**src/hw/rtl/vcio_pkg.sv**
```systemverilog
package vcio_pkg;

	localparam logic [9:0] PORT_CRTC_IDX0 = 10'h2D0;
	localparam logic [9:0] PORT_CRTC_DAT0 = 10'h2D1;
	localparam logic [9:0] PORT_CRTC_IDX1 = 10'h2D2;
	localparam logic [9:0] PORT_CRTC_DAT1 = 10'h2D3;
	localparam logic [9:0] PORT_CRTC_IDX2 = 10'h2D4;
	localparam logic [9:0] PORT_CRTC_DAT2 = 10'h2D5;
	localparam logic [9:0] PORT_CRTC_IDX3 = 10'h2D6;
	localparam logic [9:0] PORT_CRTC_DAT3 = 10'h2D7;
	localparam logic [9:0] PORT_MODE      = 10'h2D8;
	localparam logic [9:0] PORT_CONTROL   = 10'h2D9;
	localparam logic [9:0] PORT_STATUS    = 10'h2DA;
	localparam logic [9:0] PORT_TRAP_VAL  = 10'h2DB;
	localparam logic [9:0] PORT_NMI_RST   = 10'h2DC;
	localparam logic [9:0] PORT_PAGING    = 10'h2DD;
	localparam logic [9:0] PORT_PALETTE   = 10'h2DE;
	localparam logic [9:0] PORT_CGA_DAT0  = 10'h3D1;
	localparam logic [9:0] PORT_CGA_DAT1  = 10'h3D3;
	localparam logic [9:0] PORT_CGA_DAT2  = 10'h3D5;
	localparam logic [9:0] PORT_CGA_DAT3  = 10'h3D7;
	localparam logic [9:0] PORT_CGA_STAT  = 10'h3DA;
	localparam logic [5:0] CGA_PAGE       = 6'h3D;

	localparam logic [7:0] RD_IDLE        = 8'hFF;
	localparam logic [3:0] FAKE_TOGGLE    = 4'h9;

	localparam int CRTC_DEPTH = 32;
	localparam int PAL_DEPTH  = 16;

	typedef struct packed {
		logic       op;
		logic [9:0] port;
		logic [7:0] write_data;
		logic       hretrace;
		logic       vretrace;
		logic [3:0] palette_index;
	} item_t;

	typedef struct packed {
		logic [7:0] read_data;
		logic       nmi_fire;
		logic       nmi_reset;
		logic       map_changed;
		logic       timing_changed;
		logic       rom_selected;
		logic [1:0] plane_select;
		logic [7:0] mode_value;
		logic [3:0] palette_color;
	} result_t;

	function automatic logic [7:0] crtc_mask(input logic [4:0] idx);
		logic [7:0] m;
		case (idx)
			5'd0, 5'd1, 5'd2, 5'd3:  m = 8'hFF;
			5'd4, 5'd6, 5'd7, 5'd10: m = 8'h7F;
			5'd5, 5'd9, 5'd11:       m = 8'h1F;
			5'd8:                    m = 8'hF3;
			5'd12, 5'd14:            m = 8'h3F;
			5'd13, 5'd15, 5'd16, 5'd17: m = 8'hFF;
			default:                 m = 8'h00;
		endcase
		return m;
	endfunction

endpackage

```
**src/hw/rtl/vcio_regs.sv**
```systemverilog
module vcio_regs (
	input  logic              clk,
	input  logic              arst_n,
	input  logic              cfg_we,
	input  logic              cfg_nmi,
	input  logic              fire,
	input  vcio_pkg::item_t   item,
	output vcio_pkg::result_t res
);
	import vcio_pkg::*;

	logic                  nmi_option_q;
	logic [4:0]            crtc_index_q;
	logic [7:0]            crtc_regs_q [CRTC_DEPTH];
	logic [7:0]            crtc_echo_q;
	logic [7:0]            trap_port_q;
	logic [7:0]            trap_value_q;
	logic [7:0]            control_q;
	logic [7:0]            mode_q;
	logic                  rom_in_q;
	logic [3:0]            fake_status_q;
	logic [3:0]            palette_q [PAL_DEPTH];
	logic [1:0]            plane_q;

	logic [4:0]            crtc_index_d;
	logic                  crtc_we;
	logic [7:0]            crtc_wdata;
	logic [7:0]            crtc_echo_d;
	logic [7:0]            trap_port_d;
	logic [7:0]            trap_value_d;
	logic [7:0]            control_d;
	logic [7:0]            mode_d;
	logic                  rom_in_d;
	logic [3:0]            fake_status_d;
	logic                  pal_we;
	logic [3:0]            pal_widx;
	logic [3:0]            pal_wdata;
	logic [1:0]            plane_d;
	logic [7:0]            crtc_cur;
	logic                  lpen;
	logic                  is_trap;

	assign crtc_cur  = crtc_regs_q[crtc_index_q];
	assign lpen      = nmi_option_q;
	assign is_trap   = item.port[9:4] == CGA_PAGE;
	assign pal_widx  = item.write_data[7:4];
	assign pal_wdata = ~item.write_data[3:0];
	assign crtc_wdata = item.write_data & crtc_mask(crtc_index_q);

	always_comb begin
		crtc_index_d   = crtc_index_q;
		crtc_we        = 1'b0;
		crtc_echo_d    = crtc_echo_q;
		trap_port_d    = trap_port_q;
		trap_value_d   = trap_value_q;
		control_d      = control_q;
		mode_d         = mode_q;
		rom_in_d       = rom_in_q;
		fake_status_d  = fake_status_q;
		pal_we         = 1'b0;
		plane_d        = plane_q;
		res            = '0;
		res.read_data  = RD_IDLE;

		if (item.op) begin
			if (is_trap) begin
				trap_port_d  = {4'h0, item.port[3:0]};
				trap_value_d = item.write_data;
				if (nmi_option_q && control_q[5]) begin
					trap_port_d[7] = 1'b1;
					res.nmi_fire   = 1'b1;
				end
				if (item.port == PORT_CGA_DAT0)
					crtc_echo_d = item.write_data;
			end else begin
				case (item.port)
					PORT_CRTC_IDX0, PORT_CRTC_IDX1, PORT_CRTC_IDX2, PORT_CRTC_IDX3: begin
						crtc_index_d = item.write_data[4:0];
					end
					PORT_CRTC_DAT0, PORT_CRTC_DAT1, PORT_CRTC_DAT2, PORT_CRTC_DAT3: begin
						crtc_we = 1'b1;
						// compare against the unmasked byte; cursor/start regs 14-16 excluded
						if (crtc_cur != item.write_data &&
						    (crtc_index_q < 5'd14 || crtc_index_q > 5'd16))
							res.timing_changed = 1'b1;
					end
					PORT_MODE:     mode_d = item.write_data;
					PORT_CONTROL:  control_d = item.write_data;
					PORT_TRAP_VAL: trap_port_d[7] = 1'b0;
					PORT_NMI_RST: begin
						res.nmi_reset  = 1'b1;
						trap_port_d[7] = 1'b0;
					end
					PORT_PAGING: begin
						res.map_changed = rom_in_q;
						rom_in_d        = 1'b0;
					end
					PORT_PALETTE: begin
						if (control_q[0])
							pal_we = 1'b1;
						else
							plane_d = item.write_data[1:0];
					end
					default: ;
				endcase
			end
		end else begin
			case (item.port)
				PORT_CRTC_IDX0, PORT_CRTC_IDX1, PORT_CRTC_IDX2, PORT_CRTC_IDX3: begin
					res.read_data = {3'b000, crtc_index_q};
				end
				PORT_CRTC_DAT0, PORT_CRTC_DAT1, PORT_CRTC_DAT2, PORT_CRTC_DAT3: begin
					res.read_data = crtc_cur;
				end
				PORT_STATUS: begin
					res.read_data = {control_q[7:5], item.vretrace, 1'b0, lpen, 1'b0,
					                 item.hretrace};
				end
				PORT_TRAP_VAL: res.read_data = trap_value_q;
				PORT_NMI_RST:  res.read_data = trap_port_q;
				PORT_PAGING: begin
					res.read_data   = {rom_in_q, 7'h00};
					res.map_changed = ~rom_in_q;
					rom_in_d        = 1'b1;
				end
				PORT_CGA_DAT0, PORT_CGA_DAT1, PORT_CGA_DAT2, PORT_CGA_DAT3: begin
					res.read_data = crtc_echo_q;
				end
				PORT_CGA_STAT: begin
					if (mode_q[3]) begin
						res.read_data = {4'h0, item.vretrace, lpen, 1'b0, item.hretrace};
					end else begin
						// display off: toggle fake retrace bits on every read
						fake_status_d = fake_status_q ^ FAKE_TOGGLE;
						res.read_data = {4'h0, fake_status_d};
					end
				end
				default: ;
			endcase
		end

		res.rom_selected  = rom_in_d;
		res.plane_select  = plane_d;
		res.mode_value    = mode_d;
		res.palette_color = (pal_we && pal_widx == item.palette_index) ? pal_wdata
		                                                                : palette_q[item.palette_index];
	end

	always_ff @(posedge clk or negedge arst_n) begin
		if (!arst_n) begin
			nmi_option_q <= 1'b1;
		end else if (cfg_we) begin
			nmi_option_q <= cfg_nmi;
		end
	end

	always_ff @(posedge clk or negedge arst_n) begin
		if (!arst_n) begin
			crtc_index_q  <= '0;
			crtc_echo_q   <= '0;
			trap_port_q   <= '0;
			trap_value_q  <= '0;
			control_q     <= '0;
			mode_q        <= '0;
			rom_in_q      <= 1'b1;
			fake_status_q <= '0;
			plane_q       <= '0;
			for (int i = 0; i < CRTC_DEPTH; i++)
				crtc_regs_q[i] <= '0;
			for (int j = 0; j < PAL_DEPTH; j++)
				palette_q[j] <= '0;
		end else if (fire) begin
			crtc_index_q  <= crtc_index_d;
			crtc_echo_q   <= crtc_echo_d;
			trap_port_q   <= trap_port_d;
			trap_value_q  <= trap_value_d;
			control_q     <= control_d;
			mode_q        <= mode_d;
			rom_in_q      <= rom_in_d;
			fake_status_q <= fake_status_d;
			plane_q       <= plane_d;
			if (crtc_we)
				crtc_regs_q[crtc_index_q] <= crtc_wdata;
			if (pal_we)
				palette_q[pal_widx] <= pal_wdata;
		end
	end

endmodule

```
**src/hw/rtl/video_card_io_register_file_top.sv**
```systemverilog
// I/O register file of a CGA-compatible video card.
// Input channel (in_valid/in_stall): one bus access per beat; op selects read
// or write, port is the I/O address, write_data the byte written, and the
// retrace flags and palette_index are sampled with the access.
// Output channel (out_valid/out_stall): one result beat per access, in order,
// carrying the read byte, the NMI/paging/timing pulses and the current
// paging, plane, mode and palette lookup after that access.
// Configuration channel (cfg_valid/cfg_ready): writes nmi_option from
// cfg_data; cfg_ready is always high. Write it only while the block is idle.
// An accepted beat is held in the input register, decoded and applied to the
// registers when it advances; its result then goes to the result register.
// Throughput: one access per cycle while the receiver does not stall, set by
// the single decode stage between the input register and the result register.
// When the receiver stalls, the result register holds; the decode stage then
// holds its beat and in_stall rises once that stage is occupied.
// Reset: nmi_option = 1, ROM overlay paged in, all other registers, CRTC
// registers and palette entries cleared; both channels empty.
module video_card_io_register_file_top (
	input  logic       clk,
	input  logic       arst_n,
	input  logic       in_valid,
	output logic       in_stall,
	input  logic       op,
	input  logic [9:0] port,
	input  logic [7:0] write_data,
	input  logic       hretrace,
	input  logic       vretrace,
	input  logic [3:0] palette_index,
	output logic       out_valid,
	input  logic       out_stall,
	output logic [7:0] read_data,
	output logic       nmi_fire,
	output logic       nmi_reset,
	output logic       map_changed,
	output logic       timing_changed,
	output logic       rom_selected,
	output logic [1:0] plane_select,
	output logic [7:0] mode_value,
	output logic [3:0] palette_color,
	input  logic       cfg_valid,
	output logic       cfg_ready,
	input  logic       cfg_data
);
	import vcio_pkg::*;

	logic    valid_s1;
	item_t   item_s1;
	logic    out_valid_q;
	result_t res_q;
	result_t res;
	logic    advance;

	assign advance   = valid_s1 && (!out_valid_q || !out_stall);
	assign in_stall  = valid_s1 && !advance;
	assign cfg_ready = 1'b1;

	vcio_regs u_regs (
		.clk     (clk),
		.arst_n  (arst_n),
		.cfg_we  (cfg_valid && cfg_ready),
		.cfg_nmi (cfg_data),
		.fire    (advance),
		.item    (item_s1),
		.res     (res)
	);

	always_ff @(posedge clk or negedge arst_n) begin
		if (!arst_n) begin
			valid_s1 <= 1'b0;
		end else if (!in_stall) begin
			valid_s1 <= in_valid;
		end
	end

	// hold the beat while stalled
	always_ff @(posedge clk) begin
		if (in_valid && !in_stall)
			item_s1 <= '{op, port, write_data, hretrace, vretrace, palette_index};
	end

	always_ff @(posedge clk or negedge arst_n) begin
		if (!arst_n) begin
			out_valid_q <= 1'b0;
		end else if (!out_valid_q || !out_stall) begin
			out_valid_q <= valid_s1;
		end
	end

	always_ff @(posedge clk) begin
		if (advance)
			res_q <= res;
	end

	assign out_valid      = out_valid_q;
	assign read_data      = res_q.read_data;
	assign nmi_fire       = res_q.nmi_fire;
	assign nmi_reset      = res_q.nmi_reset;
	assign map_changed    = res_q.map_changed;
	assign timing_changed = res_q.timing_changed;
	assign rom_selected   = res_q.rom_selected;
	assign plane_select   = res_q.plane_select;
	assign mode_value     = res_q.mode_value;
	assign palette_color  = res_q.palette_color;

endmodule
```
**config.mk**
```make
export PLATFORM = sky130hd
export DESIGN_NAME = video_card_io_register_file_top
export DESIGN_NICKNAME = d
export VERILOG_FILES = /design/src/hw/rtl/vcio_pkg.sv /design/src/hw/rtl/vcio_regs.sv /design/src/hw/rtl/video_card_io_register_file_top.sv
export SDC_FILE = /design/constraint.sdc
export NUM_CORES = 1
export LEC_CHECK = 0
export ABC_AREA = 1
export ABC_CLOCK_PERIOD_IN_PS = 5400
export BUFFER_PORTS_ARGS = -buffer_cell sky130_fd_sc_hd__buf_4
export CAP_MARGIN = 20
export CORE_MARGIN = 2
export CORE_UTILIZATION = 67
export CTS_CLUSTER_DIAMETER = 60
export DETAILED_ROUTE_END_ITERATION = 6
export PLACE_DENSITY_LB_ADDON = 0.12
export RECOVER_POWER = 100
export SLEW_MARGIN = 40
export SYNTH_ARGS = -nofsm -noshare
export SYNTH_HDL_FRONTEND = slang
export SYNTH_HIERARCHICAL = 1
export SYNTH_SLANG_ARGS = --single-unit
```
**constraint.sdc**
```tcl
create_clock -name clk -period 5.4 [get_ports clk]
set_input_delay 0.54 -clock clk [delete_from_list [all_inputs] [get_ports clk]]
set_output_delay 0.54 -clock clk [all_outputs]
set_load 0.01 [all_outputs]
```
==> reports/results.ini, run 1 <==
[floorplanning]
core_sq_um = 27900
die_w_microns = 173
pin_count = 61
initial_utilization_pct = 68.4
fp-row-count = 61
die_h_microns = 173
fp.dieArea_sq_um = 29800

[synth]
postSynthCellCount = 2334
synth.ff_latch_count = 418
ys_warn_count = 6
synth_edf_count = 52
synth_area_sq_um = 19100
synthFlopType = dfrtp_1
postSynthNetCount = 2366
async_reset_ff_share_pct = 87.6
syn_avg_cell_area_sq_um = 8.16
ys_seq_area_share_pct = 56.3
synth_cell_types = 52

[sta]
finalHoldViolCount = 0
timing.slew.headroom_pct = -70.1
slew_violations = 100
timing.hold.ws_ns = 0.194
rsz0062_at_grt = no
worst_slew_pin_slew_ns = 2.55
setup_tns_ns = 0
setup_slack_ns = 1.42
skew_ns = 0.0209
post-route-period-util_pct = 73.7
setup_viol = 0
max_freq_ghz = 0.251
finalCriticalPeriod_ns = 3.98

[power]
p_total_mw = 6.60
ir_worst_vdd_uv = 281
p_per_area_nw_per_um2 = 317
leakage_nw = 11.1

[worst_setup_path]
crit_path_max_incr_delay_ns = 0.92
worstSetupStartpointType = flip-flop
arrival_ns = 4.36
r2r_start = u_regs/crtc_index_q[0]
r2r-end = u_regs/crtc_regs_q[176]
crit_end = u_regs/crtc_regs_q[176]
crit_start = u_regs/crtc_index_q[0]
path_cells = clkinvlp_2 > nor2_1 > buf_4 > inv_1 > nor2_1 > nand2_1 > nand2_1 > o21ai_0
r2r_slack_ns = 1.42
cp-end-kind = flip-flop
slowest_stage = clkinvlp_2
path_delay_family = simple AND/OR/NAND/NOR gates
critical_path_depth = 8
worstPathMaxFanout = 39
crit_buf_inv = 3
critPathKind = reg -> reg
crit_required_ns = 5.78
r2r_cells = 8

[cts]
clkTransAtPathRegs_ns = 0.06
cts.root.buffer_cell = clkbuf_16
cts_resized = 0
clockBufferDepth = 3
cts_tree = yes
cts_made_buffers = 42
clock_sink_count = 418
htreeDepth = 2
clk_latency_ns = 0.54

[outcome]
status = finished with violations
violations = max-capacitance violations, max-slew violations

[placement]
port_buffers = 59
dp_slack_ns = 2.24
dpl.hpwl_microns = 31600
routabilityCongestion = 0.912
placed_cell_area_sq_um = 19600

[job]
cap_violations = 3

[detailed_routing]
routedWlPerCell_microns = 17.8
wl_microns = 49200
drt-pass1-iter-count = 5
postRouteAntennaNets = 0
vias = 15900
drt-initial-drc-count = 1962
viasPerCell = 5.76
route.detailed.drc = 0

[cells_and_area]
fin_area_sq_um = 20800
syn_to_final_growth_pct = 9.20
layout_commonest_cell = nand2_1
diodes = 0
layout-drive-gt1-share_pct = 5.71
fillerInstances = 2103
nets = 2382
final_cell_mix = nand2_1 (1,120), dfrtp_1 (362), o21ai_0 (247)

[grt]
grt_max_degree = 133
grt-ovfl-total = 0
grt_usage_pct = 33.6
grt_first_pass_wirelength_microns = 80300
antenna_found_initial = 0
grt_pass1_vias = 15200

[worst_hold_path]
worstHoldPathType = in -> reg
hp-start = write_data[4]

==> how the worst min path moves through the flow <==
stage	endpoint	slack, ns	depth (start not counted)
floorplan	out_valid	0.24	0
global placement	u_regs/crtc_regs_q[27]	0.45	2
detailed placement	u_regs/crtc_regs_q[85]	0.45	2
CTS	u_regs/crtc_regs_q[16]	0.12	1
global route	item_s1[7]	0.19	1
finish	item_s1[10]	0.19	1
==> final cells by class <==
| class | instances | area [sq um] | share of cell area (%) |
|---|---|---|---|
| clock buffers | 62 | 1250 | 6.01 |
| clock inverters | 15 | 200 | 0.962 |
| inverters | 180 | 677 | 3.25 |
| multi-input cells | 1629 | 6940 | 33.4 |
| flip-flops and latches | 418 | 10700 | 51.6 |
| well taps | 378 | 473 | 2.27 |
| repair buffers | 79 | 539 | 2.59 |
==> synth_stat cells, types with 3 or more instances <==
cell,n,area [sq um]
nand4_1,14,87.6
nor3_1,7,35.0
dfrtp_1,364,9110
o211ai_1,3,22.5
inv_2,5,18.8
a221oi_1,6,52.6
xor2_1,4,35.0
nand2_1,1090,4090
o21ai_0,127,636
buf_4,7,52.6
edfxtp_1,52,1560
o21ai_1,135,676
o32ai_1,5,43.8
nand2_4,12,135
nand2_2,25,156
buf_2,48,240
nor2_4,7,78.8
o221ai_1,11,96.3
buf_1,8,30.0
a21oi_1,11,55.1
nand3_1,37,185
inv_1,175,657
mux2i_1,11,110
a22oi_1,5,37.5
clkbuf_1,42,158
nor2_1,90,338
nor2_2,3,18.8
==> repair_timing <==
action                    CTS  global route
hold endpoints to repair    0            46
buffers inserted            0             0
hold buffers                0             1
==> registers in the layout, summed over array words and instances (netlist names), 4 cells and up <==
register             flops
u_regs/palette_q        64
palette_color            4
u_regs/mode_q            8
u_regs/crtc_echo_q       8
u_regs/trap_port_q       5
mode_value               8
u_regs/trap_value_q      8
read_data                8
u_regs/crtc_regs_q     256
u_regs/crtc_index_q      5
u_regs/control_q         4
item_s1                 25
==> stage by stage <==
stage               util (%)  std cells
finish                  74.7       2761
global route            74.7       2761
CTS                     75.7       2757
detailed placement      70.5       2680
global placement        70.4       2679
floorplan                  -       2334
==> metal layers <==
| layer | up-vias | GRT usage, % | part of all wire, % |
|---|---|---|---|
| li1 | 7341 | - | - |
| met1 | 7723 | 48.8 | 42 |
| met2 | 725 | 51.3 | 46 |
| met3 | 112 | 6.35 | 8.5 |
| met4 | 0 | 11.9 | 3.2 |
| met5 | - | 0 | 0 |
==> report_power, final <==
part           total [mW]  internal [mW]  switching, mW
Combinational       0.285         0.0697          0.215
Sequential           3.28           3.23         0.0451
Clock                3.04           1.84           1.20
Total                6.60           5.15           1.46
==> cells by family after synthesis <==
family / Yosys count / share of synthesized area (%)
other: 1 / 0.0197
flip-flops: 418 / 56.3
XOR/XNOR: 5 / 0.230
AND/OR/NAND/NOR: 1297 / 27.6
buffers and inverters: 287 / 6.19
AO/OA/AOI/OAI: 313 / 8.95
adder cells (fa/ha/maj): 1 / 0.0657
multiplexers: 12 / 0.637
(Power assumes the default switching activity.)
==> run 2, diff against run 1 <==
--- a/config.mk
+++ b/config.mk
@@ -5,12 +5,12 @@
 export SDC_FILE = /design/constraint.sdc
 export NUM_CORES = 1
 export LEC_CHECK = 0
-export ABC_AREA = 1
-export ABC_CLOCK_PERIOD_IN_PS = 5400
+export ABC_AREA = 0
+export ABC_CLOCK_PERIOD_IN_PS = 3750
 export BUFFER_PORTS_ARGS = -buffer_cell sky130_fd_sc_hd__buf_4
 export CAP_MARGIN = 20
 export CORE_MARGIN = 2
-export CORE_UTILIZATION = 67
+export CORE_UTILIZATION = 62
 export CTS_CLUSTER_DIAMETER = 60
 export DETAILED_ROUTE_END_ITERATION = 6
 export PLACE_DENSITY_LB_ADDON = 0.12
==> constraint.sdc (replaced) <==
create_clock -name clk -period 3.75 [get_ports clk]
set_input_delay 0.375 -clock clk [delete_from_list [all_inputs] [get_ports clk]]
set_output_delay 0.375 -clock clk [all_outputs]
set_load 0.01 [all_outputs]
==> run 2 against run 1 <==
The flow still finishes with violations (max-capacitance violations, max-slew violations). Critical path depth up 1. Synthesized cell count shrank 33%. Register-to-register slack got worse by 1.0 ns. Via count shrank 22%. Critical path type unchanged. Critical endpoint is now timing_changed.
==> reports/results.ini, run 2 <==
[power]
combinationalPowerShare_pct = 3.9  ; was 4.3%
p_sw_mw = 2.04  ; was 1.46 mW
power_switching_share_pct = 21.8  ; was 22.1%
clock_power_share_pct = 45.8  ; was 46.0%
p_int_mw = 7.33  ; was 5.15 mW
leakage_nw = 8.61  ; was 11.1 nW
power_frac_seq_pct = 50.3  ; was 49.7%
p_total_mw = 9.37  ; was 6.60 mW
p_per_area_nw_per_um2 = 465  ; was 317 nW/um^2
ir_worst_vdd_uv = 317  ; was 281 uV

[worst_setup_path]
path_cells = buf_12 > buf_4 > mux2i_1 > o22ai_1 > nor4_1 > nand2_1 > xor2_1 > nor4_1 > a211oi_1  ; was clkinvlp_2 > nor2_1 > buf_4 > inv_1 > nor2_1 > nand2_1 > nand2_1 > o21ai_0
worstPathMaxFanout = 31  ; was 39
r2r-end = timing_changed  ; was u_regs/crtc_regs_q[176]
crit_required_ns = 4.02  ; was 5.78 ns
path_delay_family = simple AND/OR/NAND/NOR gates  ; unchanged
critPathKind = reg -> reg  ; unchanged
slowest_stage = dfrtp_4  ; was clkinvlp_2
arrival_ns = 3.62  ; was 4.36 ns
cpMostUsedCell = nor4_1
r2r_slack_ns = 0.39  ; was 1.42 ns
r2r_start = u_regs/crtc_index_q[0]  ; unchanged
worstSetupStartpointType = flip-flop  ; unchanged
crit_path_max_incr_delay_ns = 0.71  ; was 0.92 ns
r2r_cells = 9  ; was 8
crit_buf_inv = 2  ; was 3
cp-end-kind = flip-flop  ; unchanged

[synth]
synth_cell_types = 60  ; was 52
synth.most_common_cell = dfrtp_1  ; was nand2_1
ys_seq_area_share_pct = 59.3  ; was 56.3%
synthTopCellsByArea = dfrtp_1 (50%), edfxtp_1 (8.6%), mux2i_1 (7.1%), o21ai_0 (6.2%), nand2_1 (4.7%)  ; was dfrtp_1 (48%), nand2_1 (21%), edfxtp_1 (8.2%), o21ai_1 (3.5%), inv_1 (3.4%)
postSynthNetCount = 1599  ; was 2,366
ys_warn_count = 6  ; unchanged
yosysTopAreaCell = dfrtp_1  ; unchanged
synth.ff_latch_count = 418  ; unchanged
syn_avg_cell_area_sq_um = 11.5  ; was 8.16 sq um
synthFlopType = dfrtp_1  ; unchanged
postSynthCellCount = 1567  ; was 2,334
synth_edf_count = 52  ; unchanged
synth_area_sq_um = 18100  ; was 19,100 sq um
async_reset_ff_share_pct = 87.6  ; unchanged
synth_commonest_cells = dfrtp_1 (364), nand2_1 (225), o21ai_0 (223)  ; was nand2_1 (1,090), dfrtp_1 (364), inv_1 (175)
synth_top_area_share_pct = 50.4  ; was 47.8%

[grt]
grt_max_degree = 102  ; was 133
grt_first_pass_wirelength_microns = 71500  ; was 80,300 microns
grt-ovfl-total = 0  ; unchanged
antenna_found_initial = 1  ; was 0
grt_pass1_vias = 12500  ; was 15,200
grt_usage_pct = 30.2  ; was 33.6%

[outcome]
violations = max-capacitance violations, max-slew violations  ; unchanged
status = finished with violations  ; unchanged

[sta]
max_freq_ghz = 0.298  ; was 0.251 GHz
skew_ns = 0.0185  ; was 0.0209 ns
timing.slew.headroom_pct = -50.3  ; was -70.1%
slew_violations = 151  ; was 100
rsz0062_at_grt = no  ; unchanged
post-route-period-util_pct = 89.6  ; was 73.7%
setup_tns_ns = 0  ; unchanged
timing.hold.ws_ns = 0.0396  ; was 0.194 ns
setup_viol = 0  ; unchanged
finalCriticalPeriod_ns = 3.36  ; was 3.98 ns
worst_slew_pin_slew_ns = 2.25  ; was 2.55 ns
finalHoldViolCount = 0  ; unchanged

[floorplanning]
die_h_microns = 175  ; was 173 microns
die_w_microns = 175  ; was 173 microns
fp-row-count = 62  ; was 61
initial_utilization_pct = 63.0  ; was 68.4%
pin_count = 61  ; unchanged
fp.dieArea_sq_um = 30500  ; was 29,800 sq um
core_sq_um = 28700  ; was 27,900 sq um

[cells_and_area]
fillerInstances = 2078  ; was 2,103
reg_top3 = u_regs/crtc_regs_q x256, u_regs/palette_q x64, item_s1 x25  ; unchanged
syn_to_final_growth_pct = 11.4  ; was 9.20%
final_cell_mix = dfrtp_1 (363), o21ai_0 (239), nand2_1 (224)  ; was nand2_1 (1,120), dfrtp_1 (362), o21ai_0 (247)
layout_commonest_cell = dfrtp_1  ; was nand2_1
regMostFlops = u_regs/crtc_regs_q  ; unchanged
nets = 1633  ; was 2,382
diodes = 0  ; unchanged
layout-drive-gt1-share_pct = 12.0  ; was 5.71%
fin_area_sq_um = 20100  ; was 20,800 sq um
largest_reg_flops = 256  ; unchanged

[cts]
cts_made_buffers = 44  ; was 42
post-cts-setup-buffers = 0  ; unchanged
cts.root.buffer_cell = clkbuf_16  ; unchanged
clockBufferDepth = 3  ; unchanged
clock_sink_count = 418  ; unchanged
cts_tree = yes  ; unchanged
cts_resized = 0  ; unchanged
ctsHoldBuffers = 5  ; was 0
clkTransAtPathRegs_ns = 0.06  ; about the same
clk_latency_ns = 0.54  ; about the same
htreeDepth = 2  ; unchanged

[detailed_routing]
drt-pass1-iter-count = 5  ; unchanged
drt-initial-drc-count = 1541  ; was 1,962
routedWlPerCell_microns = 22.3  ; was 17.8 microns
viasPerCell = 6.20  ; was 5.76
postRouteAntennaNets = 0  ; unchanged
route.detailed.drc = 0  ; unchanged
vias = 12500  ; was 15,900
wl_microns = 44800  ; was 49,200 microns

[placement]
routabilityCongestion = 0.955  ; was 0.912
dpl.hpwl_microns = 29900  ; was 31,600 microns
port_buffers = 59  ; unchanged
placed_cell_area_sq_um = 18800  ; was 19,600 sq um

[job]
cap_violations = 3  ; unchanged

[worst_hold_path]
worstHoldPathType = in -> reg  ; unchanged
min_path_cells = 2  ; was 1
hp-start = in_valid  ; was write_data[4]
worstHoldEndpoint = valid_s1  ; was item_s1[10]

-- run 2: cell count changes after synthesis, moves of 85 or more --
cell / delta
nand2_1: -865
inv_1: -168
o21ai_1: -120
mux2i_1: +117
o21ai_0: +96
nor2b_1: +85
-- run 2: cell type report --
| class | instances | area (sq um) | share of cell area [%] |
|---|---|---|---|
| sequential | 418 | 10700 | 53.3 |
| clock buffer | 63 | 1270 | 6.33 |
| clock inverter | 11 | 138 | 0.683 |
| tap | 384 | 480 | 2.39 |
| multi-input combinational | 1034 | 6830 | 33.9 |
| timing repair buffer | 96 | 661 | 3.28 |
| inverter | 7 | 26.3 | 0.130 |
-- run 2: logic make-up after synthesis --
family          after synthesis  share of synthesized area [%]
other cells                   1                         0.0208
fa+ha+maj                     1                         0.0692
buf+inv                     115                           2.85
xor+xnor                     14                          0.679
simple gates                490                           14.2
flops                       418                           59.3
mux                         200                           12.8
compound gates              328                           10.0
-- run 2: power by group through the flow --
| stage | logic, mW | clock network (mW) | registers, mW |
|---|---|---|---|
| after floorplan | 0.185 | 0 | 4.77 |
| after global placement | 0.377 | 0 | 4.79 |
| after detailed placement | 0.384 | 0 | 4.80 |
| after CTS | 0.389 | 4.35 | 4.71 |
| after global routing | 0.403 | 4.53 | 4.72 |
| final | 0.366 | 4.29 | 4.72 |
-- run 2: worst max path at each step --
stage | endpoint | depth (start not counted) | startpoint
floorplan | u_regs/palette_q[55] | 9 | out_valid
global placement | timing_changed | 9 | u_regs/crtc_index_q[0]
detailed placement | timing_changed | 9 | u_regs/crtc_index_q[0]
CTS | timing_changed | 9 | u_regs/crtc_index_q[0]
global route | u_regs/crtc_regs_q[114] | 3 | arst_n
finish | timing_changed | 9 | u_regs/crtc_index_q[0]
-- run 2: per-layer routing --
layer	GRT usage (%)	wire length, microns	part of all wire, %	vias to the layer above
li1	-	-	-	5632
met1	44.5	19500	44	6198
met2	44.7	20000	45	521
met3	7.16	3900	8.7	118
met4	10.3	1400	3.1	2
met5	0	8	0.018	-
-- run 2: per-stage QoR --
stage	worst slack [ns]	utilization [%]	instances
2_1_floorplan	0.318	-	1567
3_3_place_gp	0.557	65.6	1934
3_5_place_dp	0.545	65.6	1934
4_1_cts	0.535	70.7	2013
5_1_grt	0.266	70.2	2013
6_report	0.391	70.2	2013
==> run 3, diff against run 2 <==
--- a/config.mk
+++ b/config.mk
@@ -6,11 +6,11 @@
 export NUM_CORES = 1
 export LEC_CHECK = 0
 export ABC_AREA = 0
-export ABC_CLOCK_PERIOD_IN_PS = 3750
+export ABC_CLOCK_PERIOD_IN_PS = 4000
 export BUFFER_PORTS_ARGS = -buffer_cell sky130_fd_sc_hd__buf_4
 export CAP_MARGIN = 20
 export CORE_MARGIN = 2
-export CORE_UTILIZATION = 62
+export CORE_UTILIZATION = 31
 export CTS_CLUSTER_DIAMETER = 60
 export DETAILED_ROUTE_END_ITERATION = 6
 export PLACE_DENSITY_LB_ADDON = 0.12
==> constraint.sdc (replaced) <==
create_clock -name clk -period 4 [get_ports clk]
set_input_delay 0.4 -clock clk [delete_from_list [all_inputs] [get_ports clk]]
set_output_delay 0.4 -clock clk [all_outputs]
set_load 0.01 [all_outputs]
==> run 3 against run 2 <==
The flow still finishes with violations (max-capacitance violations, max-slew violations). Final cell count grew 21%. Die area up 97%. Routed wire length up 18%. Core utilization fell by 34 points. Fmax decreased by 2.0%. Largest cell class unchanged.
==> reports/results.ini, run 3 (same netlist as run 2, synthesis figures left out) <==
[sta]
setup_viol = 0  ; unchanged
skew_ns = 0.0233  ; was 0.0185 ns
setup_tns_ns = 0  ; unchanged
setup_slack_ns = 0.573  ; was 0.391 ns
rsz0062_at_grt = no  ; unchanged
timing.slew.headroom_pct = -0.556  ; was -50.3%
worst_slew_pin_slew_ns = 1.51  ; was 2.25 ns
finalHoldViolCount = 0  ; unchanged
max_freq_ghz = 0.292  ; was 0.298 GHz
slew_violations = 26  ; was 151
finalCriticalPeriod_ns = 3.43  ; was 3.36 ns
timing.hold.ws_ns = 0.0491  ; was 0.0396 ns
post-route-period-util_pct = 85.7  ; was 89.6%

[cts]
cts_tree = yes  ; unchanged
htreeDepth = 2  ; unchanged
clock_sink_count = 418  ; unchanged
clkTransAtPathRegs_ns = 0.06  ; about the same
clk_latency_ns = 0.59  ; was 0.54 ns
cts_resized = 0  ; unchanged
clockBufferDepth = 3  ; unchanged
cts.root.buffer_cell = clkbuf_16  ; unchanged
cts_made_buffers = 48  ; was 44

[detailed_routing]
routedWlPerCell_microns = 21.8  ; was 22.3 microns
viasPerCell = 5.04  ; was 6.20
drt-initial-drc-count = 843  ; was 1,541
route.detailed.drc = 0  ; unchanged
wl_microns = 53000  ; was 44,800 microns
drt-pass1-iter-count = 5  ; unchanged
postRouteAntennaNets = 0  ; unchanged
vias = 12300  ; was 12,500

[grt]
grt_usage_pct = 17.8  ; was 30.2%
grt_first_pass_wirelength_microns = 81500  ; was 71,500 microns
grt_use_met3_pct = 2.78  ; was 7.16%
gr-max-usage-layer = met2  ; unchanged
grt-ovfl-total = 0  ; unchanged
grt_pass1_vias = 12500  ; about the same
grt_util_met1_pct = 25.0  ; was 44.5%
use_met2_pct = 28.5  ; was 44.7%
grt_max_degree = 91  ; was 102
antenna_found_initial = 1  ; unchanged

[cells_and_area]
syn_to_final_growth_pct = 16.4  ; was 11.4%
layout_commonest_cell = dfrtp_1  ; unchanged
diodes = 0  ; unchanged
final_cell_mix = dfrtp_1 (361), o21ai_0 (239), nand2_1 (220)  ; was dfrtp_1 (363), o21ai_0 (239), nand2_1 (224)
largest_reg_flops = 256  ; unchanged
layout-drive-gt1-share_pct = 12.9  ; was 12.0%
nets = 1661  ; was 1,633
reg_top3 = u_regs/crtc_regs_q x256, u_regs/palette_q x64, item_s1 x25  ; unchanged
regMostFlops = u_regs/crtc_regs_q  ; unchanged

[placement]
routabilityCongestion = 0.824  ; was 0.955
dpl.hpwl_microns = 35500  ; was 29,900 microns
dp_slack_ns = 0.647  ; was 0.545 ns
port_buffers = 59  ; unchanged

[power]
p_per_area_nw_per_um2 = 433  ; was 465 nW/um^2
power_switching_share_pct = 23.2  ; was 21.8%
clock_power_share_pct = 47.2  ; was 45.8%
combinationalPowerShare_pct = 4.2  ; was 3.9%
ir_worst_vdd_uv = 291  ; was 317 uV
p_int_mw = 7.00  ; was 7.33 mW
power_frac_seq_pct = 48.6  ; was 50.3%
p_sw_mw = 2.12  ; was 2.04 mW
leakage_nw = 8.78  ; was 8.61 nW

[worst_setup_path]
critPathKind = reg -> reg  ; unchanged
cp-end-kind = flip-flop  ; unchanged
arrival_ns = 3.75  ; was 3.62 ns
worstSetupStartpointType = flip-flop  ; unchanged
crit_required_ns = 4.32  ; was 4.02 ns
worstPathMaxFanout = 32  ; was 31

[floorplanning]
initial_utilization_pct = 31.3  ; was 63.0%
fp-row-count = 88  ; was 62
core_sq_um = 57700  ; was 28,700 sq um
fp.dieArea_sq_um = 60200  ; was 30,500 sq um
pin_count = 61  ; unchanged
die_h_microns = 245  ; was 175 microns
die_w_microns = 245  ; was 175 microns

[outcome]
violations = max-capacitance violations, max-slew violations  ; unchanged
status = finished with violations  ; unchanged

[worst_hold_path]
worstHoldPathType = in -> reg  ; unchanged

[job]
cap_violations = 1  ; was 3

-- run 3: changes by cell type in the layout (fill, tap and decap cells not counted), sizes merged --
| cell | change |
|---|---|
| bufinv | -1 |
| buf | -2 |
| clkbuf | +7 |
| dlygate4sd3 | +22 |
| clkinv | +10 |
-- run 3: repair_timing --
action / CTS / global route
hold buffers: 27 / 0
setup buffers: 0 / 0
endpoints found under the hold margin: 112 / 0
-- run 3: stage by stage --
stage	instance area (sq um)	utilization (%)	std cells	power [mW]
after floorplan	18100	-	1567	4.65
after global placement	19400	33.5	2316	4.89
after detailed placement	19400	33.6	2316	4.90
after CTS	21200	36.7	2429	9.27
after global routing	21000	36.4	2430	9.48
final	21000	36.4	2430	9.11
-- run 3: worst paths after layout --
check	end	cells past startpoint	slack, ns	from
max	timing_changed	9	0.57	u_regs/crtc_index_q[0]
max reg2reg	timing_changed	9	0.57	u_regs/crtc_index_q[0]
min reg2reg	u_regs/fake_status_q[3]	1	0.47	u_regs/fake_status_q[3]
min in group asynchronous	u_regs/palette_q[30]	2	0.64	arst_n
max in group asynchronous	u_regs/crtc_regs_q[201]	4	1.11	arst_n
min	u_regs/lpen	2	0.05	cfg_data
-- run 3: metal layers --
metal,up-vias,share of wire (%)
met4,0,2.3
met3,80,3.8
met1,6249,46
met5,-,0
li1,5689,-
met2,239,47
-- run 3: critical path, cell delays in order, from the launching register on --
cell and delay, ns:
dfrtp_4 0.78, buf_12 0.29, clkbuf_1 0.49, mux2i_1 0.29, o22ai_1 0.12, nor4_1 0.38, nand2_1 0.20, xor2_1 0.18
nor4_1 0.29, a211oi_1 0.12
-- run 3: power by group through the flow --
stage / clock network (mW) / registers (mW) / logic, mW
after floorplan: 0 / 4.47 / 0.174
after global placement: 0 / 4.51 / 0.382
after detailed placement: 0 / 4.51 / 0.386
after CTS: 4.43 / 4.43 / 0.408
after global routing: 4.63 / 4.44 / 0.419
final: 4.30 / 4.43 / 0.379
-- run 3: layout make-up --
cell class	count	area (sq um)
clock buffers	66	1360
clock inverters	20	171
fillers	5767	36700
inverters	7	26.3
multi-input cells	1034	6850
flip-flops and latches	418	10700
well taps	765	957
repair buffers	120	937
